$ cat src/design/cpp_pkg.sv
// shared types and constants for the command packet parser
package cpp_pkg;

  // field widths of the input and result words
  localparam int BYTE_W    = 8;
  localparam int LEN_W     = 4;
  localparam int PAY_W     = 64;

  // configuration port
  localparam int CFG_W     = 64;
  localparam int REG_IDX_W = 2;
  localparam int SLOT_W    = 16;
  localparam int SLOT_BANKS = 3;
  localparam int SLOTS_PER_BANK = CFG_W / SLOT_W;
  localparam int SLOTS_MAX = SLOT_BANKS * SLOTS_PER_BANK;

  // register indexes
  localparam logic [REG_IDX_W-1:0] REG_START_BYTE  = 2'd0;
  localparam logic [REG_IDX_W-1:0] REG_CMD_SLOTS_A = 2'd1;
  localparam logic [REG_IDX_W-1:0] REG_CMD_SLOTS_B = 2'd2;
  localparam logic [REG_IDX_W-1:0] REG_CMD_SLOTS_C = 2'd3;

  // reset value of the start byte
  localparam logic [BYTE_W-1:0] START_BYTE_RST = 8'hAA;

  // slot layout
  localparam int SLOT_VALID_BIT = 15;
  localparam int SLOT_LEN_LSB   = 8;
  localparam int SLOT_ID_LSB    = 0;

  // all slots of the table, slot k in bits 16k+15..16k
  typedef logic [SLOTS_MAX-1:0][SLOT_W-1:0] slot_tbl_t;

  // lookup answer for one command byte
  typedef struct packed {
    logic             hit;
    logic [LEN_W-1:0] len;
  } lkp_t;

  // parse phase, one-hot
  typedef enum logic [3:0] {
    PH_IDLE = 4'b0001,
    PH_CMD  = 4'b0010,
    PH_PAY  = 4'b0100,
    PH_SUM  = 4'b1000
  } phase_e;

endpackage

$ cat src/design/cpp_if.sv
// valid/ready channels for received bytes and parsed commands

interface cpp_rx_if
  import cpp_pkg::*;
  ();
  logic              valid;
  logic              ready;
  logic [BYTE_W-1:0] rx_byte;

  modport source (output valid, output rx_byte, input ready);
  modport sink   (input valid, input rx_byte, output ready);
endinterface

interface cpp_cmd_if
  import cpp_pkg::*;
  ();
  logic              valid;
  logic              ready;
  logic [BYTE_W-1:0] command_id;
  logic [LEN_W-1:0]  payload_length;
  logic [PAY_W-1:0]  payload_bytes;

  modport source (output valid, output command_id, output payload_length,
                  output payload_bytes, input ready);
  modport sink   (input valid, input command_id, input payload_length,
                  input payload_bytes, output ready);
endinterface

$ cat src/design/cpp_cmd_lookup.sv
// parallel command table search, lowest valid matching slot wins
module cpp_cmd_lookup
  import cpp_pkg::*;
#(
  parameter int TABLE_SLOTS = 12,
  parameter int MAX_PAYLOAD = 8
) (
  input  slot_tbl_t         slots_i,
  input  logic [BYTE_W-1:0] id_i,
  output lkp_t              lkp_o
);

  logic [SLOT_W-1:0] slot;
  logic [LEN_W-1:0]  len;

  // walk from the top slot down so the lowest match is kept last
  always_comb begin
    lkp_o = '0;
    slot  = '0;
    len   = '0;
    for (int k = TABLE_SLOTS - 1; k >= 0; k--) begin
      slot = slots_i[k];
      len  = slot[SLOT_LEN_LSB +: LEN_W];
      if (len > LEN_W'(MAX_PAYLOAD)) begin
        len = LEN_W'(MAX_PAYLOAD);
      end
      if (slot[SLOT_VALID_BIT] && (slot[SLOT_ID_LSB +: BYTE_W] == id_i)) begin
        lkp_o.hit = 1'b1;
        lkp_o.len = len;
      end
    end
  end

endmodule

$ cat src/design/command_packet_parser.sv
// command packet parser top level: start byte, command, payload, xor check
// result: a checksum word passes the input register, then the result register
// throughput: one received word per cycle; the input register stalls only when a
//   checksum word meets a result register that is still full and not being taken
// reset: asynchronous active low; parser returns to hunting, start byte 0xAA, table empty
module command_packet_parser
  import cpp_pkg::*;
#(
  parameter int MAX_PAYLOAD = 8,
  parameter int TABLE_SLOTS = 12
) (
  input  logic                 clk_i,
  input  logic                 rst_ni,
  input  logic                 cfg_we_i,
  input  logic [REG_IDX_W-1:0] cfg_idx_i,
  input  logic [CFG_W-1:0]     cfg_data_i,
  cpp_rx_if.sink               rx_i,
  cpp_cmd_if.source            cmd_o
);

  localparam int PAYW  = MAX_PAYLOAD * BYTE_W;
  localparam int POS_W = $clog2(MAX_PAYLOAD);

  // configuration registers
  logic [BYTE_W-1:0] start_q;
  logic [CFG_W-1:0]  slots_a_q, slots_b_q, slots_c_q;

  // input register
  logic              in_vld_q;
  logic [BYTE_W-1:0] byte_q;

  // parser state
  phase_e            phase_q, phase_d;
  logic [BYTE_W-1:0] cmd_q, cmd_d;
  logic [LEN_W-1:0]  len_q, len_d;
  logic [PAYW-1:0]   pay_q, pay_d;
  logic [LEN_W-1:0]  pos_q, pos_d;
  logic [LEN_W-1:0]  pos_inc;
  logic [BYTE_W-1:0] chk_q, chk_d;

  // result register
  logic              out_vld_q;
  logic [BYTE_W-1:0] out_cmd_q;
  logic [LEN_W-1:0]  out_len_q;
  logic [PAYW-1:0]   out_pay_q;

  logic      proc_go;
  logic      res_load;
  lkp_t      lkp;
  slot_tbl_t slot_tbl;

  // config writes
  always_ff @(posedge clk_i or negedge rst_ni) begin
    if (!rst_ni) begin
      start_q   <= START_BYTE_RST;
      slots_a_q <= '0;
      slots_b_q <= '0;
      slots_c_q <= '0;
    end else if (cfg_we_i) begin
      case (cfg_idx_i)
        REG_START_BYTE:  start_q   <= cfg_data_i[BYTE_W-1:0];
        REG_CMD_SLOTS_A: slots_a_q <= cfg_data_i;
        REG_CMD_SLOTS_B: slots_b_q <= cfg_data_i;
        REG_CMD_SLOTS_C: slots_c_q <= cfg_data_i;
        default: ;
      endcase
    end
  end

  assign slot_tbl = slot_tbl_t'({slots_c_q, slots_b_q, slots_a_q});

  // word in the input register moves on unless its result has nowhere to go
  assign proc_go  = in_vld_q && !(phase_q == PH_SUM && out_vld_q && !cmd_o.ready);
  assign rx_i.ready = !in_vld_q || proc_go;

  // input register
  always_ff @(posedge clk_i or negedge rst_ni) begin
    if (!rst_ni) begin
      in_vld_q <= 1'b0;
    end else if (rx_i.ready) begin
      in_vld_q <= rx_i.valid;
    end
  end

  always_ff @(posedge clk_i) begin
    if (rx_i.valid && rx_i.ready) begin
      byte_q <= rx_i.rx_byte;
    end
  end

  // command table search
  cpp_cmd_lookup #(
    .TABLE_SLOTS (TABLE_SLOTS),
    .MAX_PAYLOAD (MAX_PAYLOAD)
  ) u_lookup (
    .slots_i (slot_tbl),
    .id_i    (byte_q),
    .lkp_o   (lkp)
  );

  assign pos_inc = pos_q + LEN_W'(1);

  // parser next state
  always_comb begin
    phase_d  = phase_q;
    cmd_d    = cmd_q;
    len_d    = len_q;
    pay_d    = pay_q;
    pos_d    = pos_q;
    chk_d    = chk_q;
    res_load = 1'b0;
    if (proc_go) begin
      case (phase_q)
        PH_IDLE: begin
          if (byte_q == start_q) begin
            chk_d   = byte_q;
            pos_d   = '0;
            pay_d   = '0;
            phase_d = PH_CMD;
          end
        end
        PH_CMD: begin
          if (!lkp.hit) begin
            phase_d = PH_IDLE;
          end else begin
            cmd_d   = byte_q;
            len_d   = lkp.len;
            chk_d   = chk_q ^ byte_q;
            phase_d = (lkp.len == '0) ? PH_SUM : PH_PAY;
          end
        end
        PH_PAY: begin
          for (int k = 0; k < MAX_PAYLOAD; k++) begin
            if (pos_q[POS_W-1:0] == POS_W'(k)) begin
              pay_d[k*BYTE_W +: BYTE_W] = byte_q;
            end
          end
          pos_d = pos_inc;
          chk_d = chk_q ^ byte_q;
          if (pos_inc >= len_q) begin
            phase_d = PH_SUM;
          end
        end
        PH_SUM: begin
          phase_d  = PH_IDLE;
          res_load = (byte_q == chk_q);
        end
        default: begin
          phase_d = PH_IDLE;
        end
      endcase
    end
  end

  // parser state registers
  always_ff @(posedge clk_i or negedge rst_ni) begin
    if (!rst_ni) begin
      phase_q <= PH_IDLE;
      cmd_q   <= '0;
      len_q   <= '0;
      pay_q   <= '0;
      pos_q   <= '0;
      chk_q   <= '0;
    end else begin
      phase_q <= phase_d;
      cmd_q   <= cmd_d;
      len_q   <= len_d;
      pay_q   <= pay_d;
      pos_q   <= pos_d;
      chk_q   <= chk_d;
    end
  end

  // result register
  always_ff @(posedge clk_i or negedge rst_ni) begin
    if (!rst_ni) begin
      out_vld_q <= 1'b0;
    end else if (res_load) begin
      out_vld_q <= 1'b1;
    end else if (cmd_o.ready) begin
      out_vld_q <= 1'b0;
    end
  end

  always_ff @(posedge clk_i) begin
    if (res_load) begin
      out_cmd_q <= cmd_q;
      out_len_q <= len_q;
      out_pay_q <= pay_q;
    end
  end

  assign cmd_o.valid          = out_vld_q;
  assign cmd_o.command_id     = out_cmd_q;
  assign cmd_o.payload_length = out_len_q;
  assign cmd_o.payload_bytes  = PAY_W'(out_pay_q);

`ifndef SYNTH
  // a result is only loaded once the previous one has left
  a_no_overwrite: assert property (@(posedge clk_i) disable iff (!rst_ni)
    res_load |-> (!out_vld_q || cmd_o.ready))
    else $error("result register overwritten");

  // while collecting payload the position stays below the expected length
  a_pos_bound: assert property (@(posedge clk_i) disable iff (!rst_ni)
    (phase_q == PH_PAY) |-> (pos_q < len_q))
    else $error("payload position out of range");

  // a delivered length never exceeds the payload storage
  a_len_bound: assert property (@(posedge clk_i) disable iff (!rst_ni)
    out_vld_q |-> (out_len_q <= LEN_W'(MAX_PAYLOAD)))
    else $error("result length above maximum payload");

  // a result appears only after a checksum word was processed
  a_res_from_sum: assert property (@(posedge clk_i) disable iff (!rst_ni)
    $rose(out_vld_q) |-> $past(proc_go && phase_q == PH_SUM))
    else $error("result without checksum word");
`endif

endmodule
$ cat src/flat_wrapper.sv
// flat-port wrapper written by rule: the top's interface ports become plain ports
module command_packet_parser_flat import cpp_pkg::*;
#(
  parameter int MAX_PAYLOAD = 8,
  parameter int TABLE_SLOTS = 12
)
  (clk_i, rst_ni, cfg_we_i, cfg_idx_i, cfg_data_i, rx_i_valid, rx_i_rx_byte, rx_i_ready, cmd_o_valid, cmd_o_command_id, cmd_o_payload_length, cmd_o_payload_bytes, cmd_o_ready);
  cpp_rx_if rx_i_i ();
  cpp_cmd_if cmd_o_i ();
  input  logic clk_i;
  input  logic rst_ni;
  input  logic cfg_we_i;
  input  logic [REG_IDX_W-1:0] cfg_idx_i;
  input  logic [CFG_W-1:0] cfg_data_i;
  input wire logic [$bits(rx_i_i.valid)-1:0] rx_i_valid;
  input wire logic [$bits(rx_i_i.rx_byte)-1:0] rx_i_rx_byte;
  output wire logic [$bits(rx_i_i.ready)-1:0] rx_i_ready;
  output wire logic [$bits(cmd_o_i.valid)-1:0] cmd_o_valid;
  output wire logic [$bits(cmd_o_i.command_id)-1:0] cmd_o_command_id;
  output wire logic [$bits(cmd_o_i.payload_length)-1:0] cmd_o_payload_length;
  output wire logic [$bits(cmd_o_i.payload_bytes)-1:0] cmd_o_payload_bytes;
  input wire logic [$bits(cmd_o_i.ready)-1:0] cmd_o_ready;
  assign rx_i_i.valid = rx_i_valid;
  assign rx_i_i.rx_byte = rx_i_rx_byte;
  assign rx_i_ready = rx_i_i.ready;
  assign cmd_o_valid = cmd_o_i.valid;
  assign cmd_o_command_id = cmd_o_i.command_id;
  assign cmd_o_payload_length = cmd_o_i.payload_length;
  assign cmd_o_payload_bytes = cmd_o_i.payload_bytes;
  assign cmd_o_i.ready = cmd_o_ready;
  command_packet_parser #(.MAX_PAYLOAD(MAX_PAYLOAD), .TABLE_SLOTS(TABLE_SLOTS)) u_core (.clk_i(clk_i), .rst_ni(rst_ni), .cfg_we_i(cfg_we_i), .cfg_idx_i(cfg_idx_i), .cfg_data_i(cfg_data_i), .rx_i(rx_i_i), .cmd_o(cmd_o_i));
endmodule
$ cat config.mk
export PLATFORM = sky130hd
export DESIGN_NAME = command_packet_parser_flat
export DESIGN_NICKNAME = d
export VERILOG_FILES = /design/src/design/cpp_pkg.sv /design/src/design/cpp_if.sv /design/src/design/cpp_cmd_lookup.sv /design/src/design/command_packet_parser.sv /design/src/flat_wrapper.sv
export SDC_FILE = /design/constraint.sdc
export NUM_CORES = 1
export LEC_CHECK = 0
export BUFFER_PORTS_ARGS = -buffer_cell sky130_fd_sc_hd__buf_4
export CAP_MARGIN = 20
export CORE_MARGIN = 3
export CORE_UTILIZATION = 54
export DETAILED_ROUTE_END_ITERATION = 16
export GPL_ROUTABILITY_DRIVEN = 0
export PLACE_DENSITY = 0.8
export SETUP_SLACK_MARGIN = 0.1
export SYNTH_ARGS = -nofsm -noshare
export SYNTH_HDL_FRONTEND = slang
export SYNTH_HIERARCHICAL = 1
export SYNTH_SLANG_ARGS = --single-unit
$ cat constraint.sdc
create_clock -name clk_i -period 5.7 [get_ports clk_i]
set_input_delay 0.855 -clock clk_i [delete_from_list [all_inputs] [get_ports clk_i]]
set_output_delay 0.855 -clock clk_i [all_outputs]
set_load 0.05 [all_outputs]
==> flow_summary.toml, run 1 <==
[status]
status = "completed"

[sta]
timing.slew.headroom = 0.3353
worst_pin_slew_ns = 0.9970
fmax_mhz = 218.8
hold_viol_final = 0
skew_ns = 0.02119
finalSetupViolCount = 0
final_min_period_over_clock_period = 0.8020
rsz0062_at_grt = "false"
setup_tns_ns = 0
finalHoldWorstSlack_ns = 0.3376
finalMaxSlewViolations = 0
layout_min_cycle_time_ns = 4.571

[routing]
totalWireLength_mm = 31.60
vias_per_cell = 5.579
drc = 0
dr.pass1.iters = 5
wl_per_cell_microns = 20.07
vias = 8782
final_antenna_net_count = 0
drt_iter0_drc = 606

[cells_and_area]
final_common_cell = "dfrtp_1"
nets = 1263
post-route-util = 0.6475
syn_to_final_growth_pct = 17.31
diodes = 0
drive_above_1_share = 0.4126
layout_common_cells = "253 x dfrtp_1, 221 x mux2_2, 158 x buf_4"

[placement]
dp_hpwl_mm = 20.89
port_buffers = 144

[setup_path]
worstSetupEndpointType = "register"
crit_buf_inv = 1
crit_path_start_kind = "register"
worstPathCellList = "buf_4, xor2_2, nor4_2, nand4_1, o31ai_2, nor3_1, nand2_1, nor4b_2, a22oi_1, nor2_1, and2_1, o221a_2"
regToRegEndpoint = "u_core/chk_q[0]$_DFFE_PN0P_"
max_stage_delay_ns = 0.86
reg2reg_slack_ns = 1.13
path_delay_family = "simple AND/OR/NAND/NOR gates"
rr_worst_depth = 12
worst-endpoint-arrival_ns = 5.02
critPathSlowestCell = "edfxtp_1"
r2r_start = "u_core/byte_q[6]$_DFFE_PP_"
critPathKind = "reg -> reg"
required_ns = 6.15
crit_fanout = 16

[synth]
syn_nets = 1116
synth_area_per_cell_sq_um = 14.57
yosysWarnings = 6
netlist_area_sq_um = 14960
synthCells = 1027

[pwr]
power_density_nw_per_um2 = 358.5
p_leak_uw = 0.007760
ir_worst_vdd_v = 0.0002317

[global_routing]
grt_max_degree = 152
globalRouteTotalUtil = 0.2179
antenna_found_initial = 0
overflow = 0
grt_first_pass_wirelength_mm = 50.24
first_global_vias = 8889

[clock_tree]
cts_resized = 0
cts-root-buf = "clkbuf_16"
cts_hold_buf = 0
clkTransAtPathRegs_ns = 0.06
cts_setup_buffers = 0
cts_htree_levels = 2
cts_tree = "yes"
numCtsBuffers = 36
cts_sinks = 342
clock_latency_ns = 0.53
clockBufferDepth = 3

[flow_run]
maxCapViolCount = 0

[floorplan]
die_h_microns = 172.4
die_w_microns = 172.4
core_sq_um = 27100
start_util = 0.5520
rows = 60
dieArea_sq_um = 29740
ios = 157

[worst_hold_path]
min_path_type = "in -> async"
## per-stage QoR
step	area [sq um]	std cells	power (uW)	worst slack, ns
6_report	17550	1574	6290	1.129
4_1_cts	17550	1574	6338	1.206
3_5_place_dp	16370	1508	4037	1.299
5_1_grt	17550	1574	6573	0.8328
3_3_place_gp	16370	1508	3998	1.375
2_1_floorplan	14960	1027	3773	0.4380
## flip-flops by register name, indices dropped and copies added, names as in the netlist
register                     flops
u_core/byte_q                    8
u_core/chk_q                     8
u_core/cmd_o.command_id          8
u_core/cmd_o.payload_bytes      64
u_core/cmd_o.payload_length      4
u_core/cmd_o.valid               1
u_core/cmd_q                     8
u_core/in_vld_q                  1
u_core/len_q                     4
u_core/pay_q                    64
u_core/phase_q                   4
u_core/pos_q                     4
u_core/slots_a_q                52
u_core/slots_b_q                52
u_core/slots_c_q                52
u_core/start_q                   8
## worst max-delay path by stage
stage                             startpoint                              endpoint  slack (ns)  cells after the start
2_1_floorplan  u_core/phase_q[0]$_DFFE_PN1P_  u_core/cmd_o.command_id[0]$_DFFE_PP_        0.44                      4
3_3_place_gp      u_core/byte_q[6]$_DFFE_PP_           u_core/chk_q[4]$_DFFE_PN0P_        1.38                     13
3_5_place_dp      u_core/byte_q[6]$_DFFE_PP_           u_core/chk_q[3]$_DFFE_PN0P_        1.30                     13
4_1_cts           u_core/byte_q[6]$_DFFE_PP_           u_core/chk_q[0]$_DFFE_PN0P_        1.21                     12
5_1_grt           u_core/byte_q[6]$_DFFE_PP_           u_core/chk_q[4]$_DFFE_PN0P_        0.83                     12
6_report          u_core/byte_q[6]$_DFFE_PP_           u_core/chk_q[0]$_DFFE_PN0P_        1.13                     12
## area by class of cell
cell class                 count  area, sq um
clock buffer                  48        996.0
sequential                   342         8985
timing repair buffer         160         1221
inverter                      28        105.1
fill                        1948         9553
tap                          372        465.4
clock inverter                18        177.7
multi-input combinational    606         5598
## report_power, final
group / leakage, uW / switching [uW] / total [uW] / internal (uW)
Sequential: 0.00418 / 238 / 3030 / 2790
Clock: 0.000565 / 951 / 2290 / 1330
Combinational: 0.00301 / 466 / 980 / 514
Total: 0.00776 / 1660 / 6290 / 4630
## layer usage
metal / track usage / routed length, microns / vias up
met1: 0.2986 / 13690 / 4461
li1: - / - / 4006
met2: 0.3577 / 15400 / 252
met3: 0.03612 / 1667 / 63
met5: 0 / 0 / -
met4: 0.07289 / 837 / 0
(Power assumes the default switching activity.)
==> run 2: changes to the inputs <==
Clock period 5.7 ns to 3.9 ns, I/O delays scaled along.
==> flow_summary.toml, run 2 (synthesis results as in run 1) <==
[pwr]
p_leak_uw = 0.007847
finalPower_uw = 9300
ir_worst_vdd_v = 0.0003933
power_density_nw_per_um2 = 524.7

[clock_tree]
cts_tree = "yes"
clock_latency_ns = 0.52
clkTransAtPathRegs_ns = 0.06
clockBufferDepth = 3
cts_hold_buf = 0
cts_htree_levels = 2
cts_sinks = 342
cts_setup_buffers = 0
cts_resized = 0
numCtsBuffers = 35
cts-root-buf = "clkbuf_16"

[floorplan]
die_h_microns = 172.4
rows = 60
ios = 157
die_w_microns = 172.4
dieArea_sq_um = 29740
core_sq_um = 27100
start_util = 0.5520

[routing]
drc = 0
drt_iter0_drc = 505
vias = 8766
vias_per_cell = 5.559
final_antenna_net_count = 0
totalWireLength_mm = 32.05
wl_per_cell_microns = 20.32
dr.pass1.iters = 4

[setup_path]
reg2reg_slack_ns = 0.33
r2r_start = "u_core/byte_q[1]$_DFFE_PP_"
critPathKind = "reg -> reg"
crit_path_start_kind = "register"
crit_fanout = 8
crit_top_cell = "and2_1"
worstSetupEndpointType = "register"
crit_buf_inv = 1
max_stage_delay_ns = 0.51
rr_worst_depth = 13
worstPathCellList = "buf_4, xnor2_1, nand4_1, or3_1, and2_1, nand2b_1, nor2_1, nand2_1, nor4b_4, a22oi_1, nor2_2, and2_1, o221a_2"
required_ns = 4.35
path_delay_family = "simple AND/OR/NAND/NOR gates"
worst-endpoint-arrival_ns = 4.02
critPathSlowestCell = "edfxtp_1"
regToRegEndpoint = "u_core/chk_q[6]$_DFFE_PN0P_"

[flow_run]
maxCapViolCount = 0

[sta]
finalMaxSlewViolations = 0
layout_min_cycle_time_ns = 3.569
skew_ns = 0.01847
timing.slew.headroom = 0.4666
setup_tns_ns = 0
worst_pin_slew_ns = 0.8001
finalSetupViolCount = 0
fmax_mhz = 280.2
finalHoldWorstSlack_ns = 0.09275
rsz0062_at_grt = "false"
final_min_period_over_clock_period = 0.9152
hold_viol_final = 0

[worst_hold_path]
min_path_type = "in -> async"

[cells_and_area]
nets = 1268
diodes = 0
num-fill-cells = 1890
syn_to_final_growth_pct = 18.49
final_common_cell = "dfrtp_1"
stdcell_area_sq_um = 17730
layout_common_cells = "253 x dfrtp_1, 221 x mux2_2, 156 x buf_4"
drive_above_1_share = 0.4191

[global_routing]
gr-usage-met2 = 0.3720
antenna_found_initial = 0
overflow = 0
busiest_layer = "met2"
first_global_vias = 9276
met1_usage = 0.2888
grt_first_pass_wirelength_mm = 50.51
use_met3 = 0.03841
grt_max_degree = 98
globalRouteTotalUtil = 0.2183

[status]
status = "completed"

[placement]
place_area_sq_um = 16520
port_buffers = 144
dp_hpwl_mm = 21.23
-- run 2: report_power, final --
part	switching, uW	leakage, uW	internal (uW)
Sequential	313	0.00418	4070
Combinational	744	0.00308	773
Clock	1370	0.000586	2020
Total	2430	0.00785	6870
-- run 2: through the flow --
step	std cells	util	worst slack (ns)
detailed placement	1514	0.6096	0.2959
global route	1577	0.6541	0.1287
CTS	1577	0.6536	0.2116
floorplan	1027	-	0.7248
global placement	1514	0.6096	0.4372
finish	1577	0.6541	0.3305
-- run 2: final cells by class --
| class | instances | area [sq um] | share of cell area |
|---|---|---|---|
| Multi-Input combinational cell | 606 | 5609 | 0.3164 |
| Inverter | 28 | 105.1 | 0.005929 |
| Clock buffer | 49 | 1008 | 0.05689 |
| Tap cell | 372 | 465.4 | 0.02626 |
| Sequential cell | 342 | 8985 | 0.5069 |
| Timing Repair Buffer | 166 | 1366 | 0.07708 |
| Clock inverter | 14 | 186.4 | 0.01052 |
-- run 2: metal layers --
metal | wire length, microns | vias up
met2 | 15920 | 256
met5 | 0 | -
li1 | - | 3988
met4 | 705 | 0
met1 | 13880 | 4469
met3 | 1550 | 53
-- run 2: worst max path at each step --
stage / startpoint / to / slack, ns / depth (start not counted)
4_1_cts: u_core/byte_q[1]$_DFFE_PP_ / u_core/chk_q[6]$_DFFE_PN0P_ / 0.21 / 14
2_1_floorplan: u_core/phase_q[0]$_DFFE_PN1P_ / u_core/cmd_o.command_id[0]$_DFFE_PP_ / 0.72 / 4
3_5_place_dp: u_core/byte_q[6]$_DFFE_PP_ / u_core/chk_q[4]$_DFFE_PN0P_ / 0.30 / 14
3_3_place_gp: u_core/byte_q[1]$_DFFE_PP_ / u_core/chk_q[6]$_DFFE_PN0P_ / 0.44 / 14
6_report: u_core/byte_q[1]$_DFFE_PP_ / u_core/chk_q[6]$_DFFE_PN0P_ / 0.33 / 13
5_1_grt: u_core/byte_q[1]$_DFFE_PP_ / u_core/chk_q[6]$_DFFE_PN0P_ / 0.13 / 14
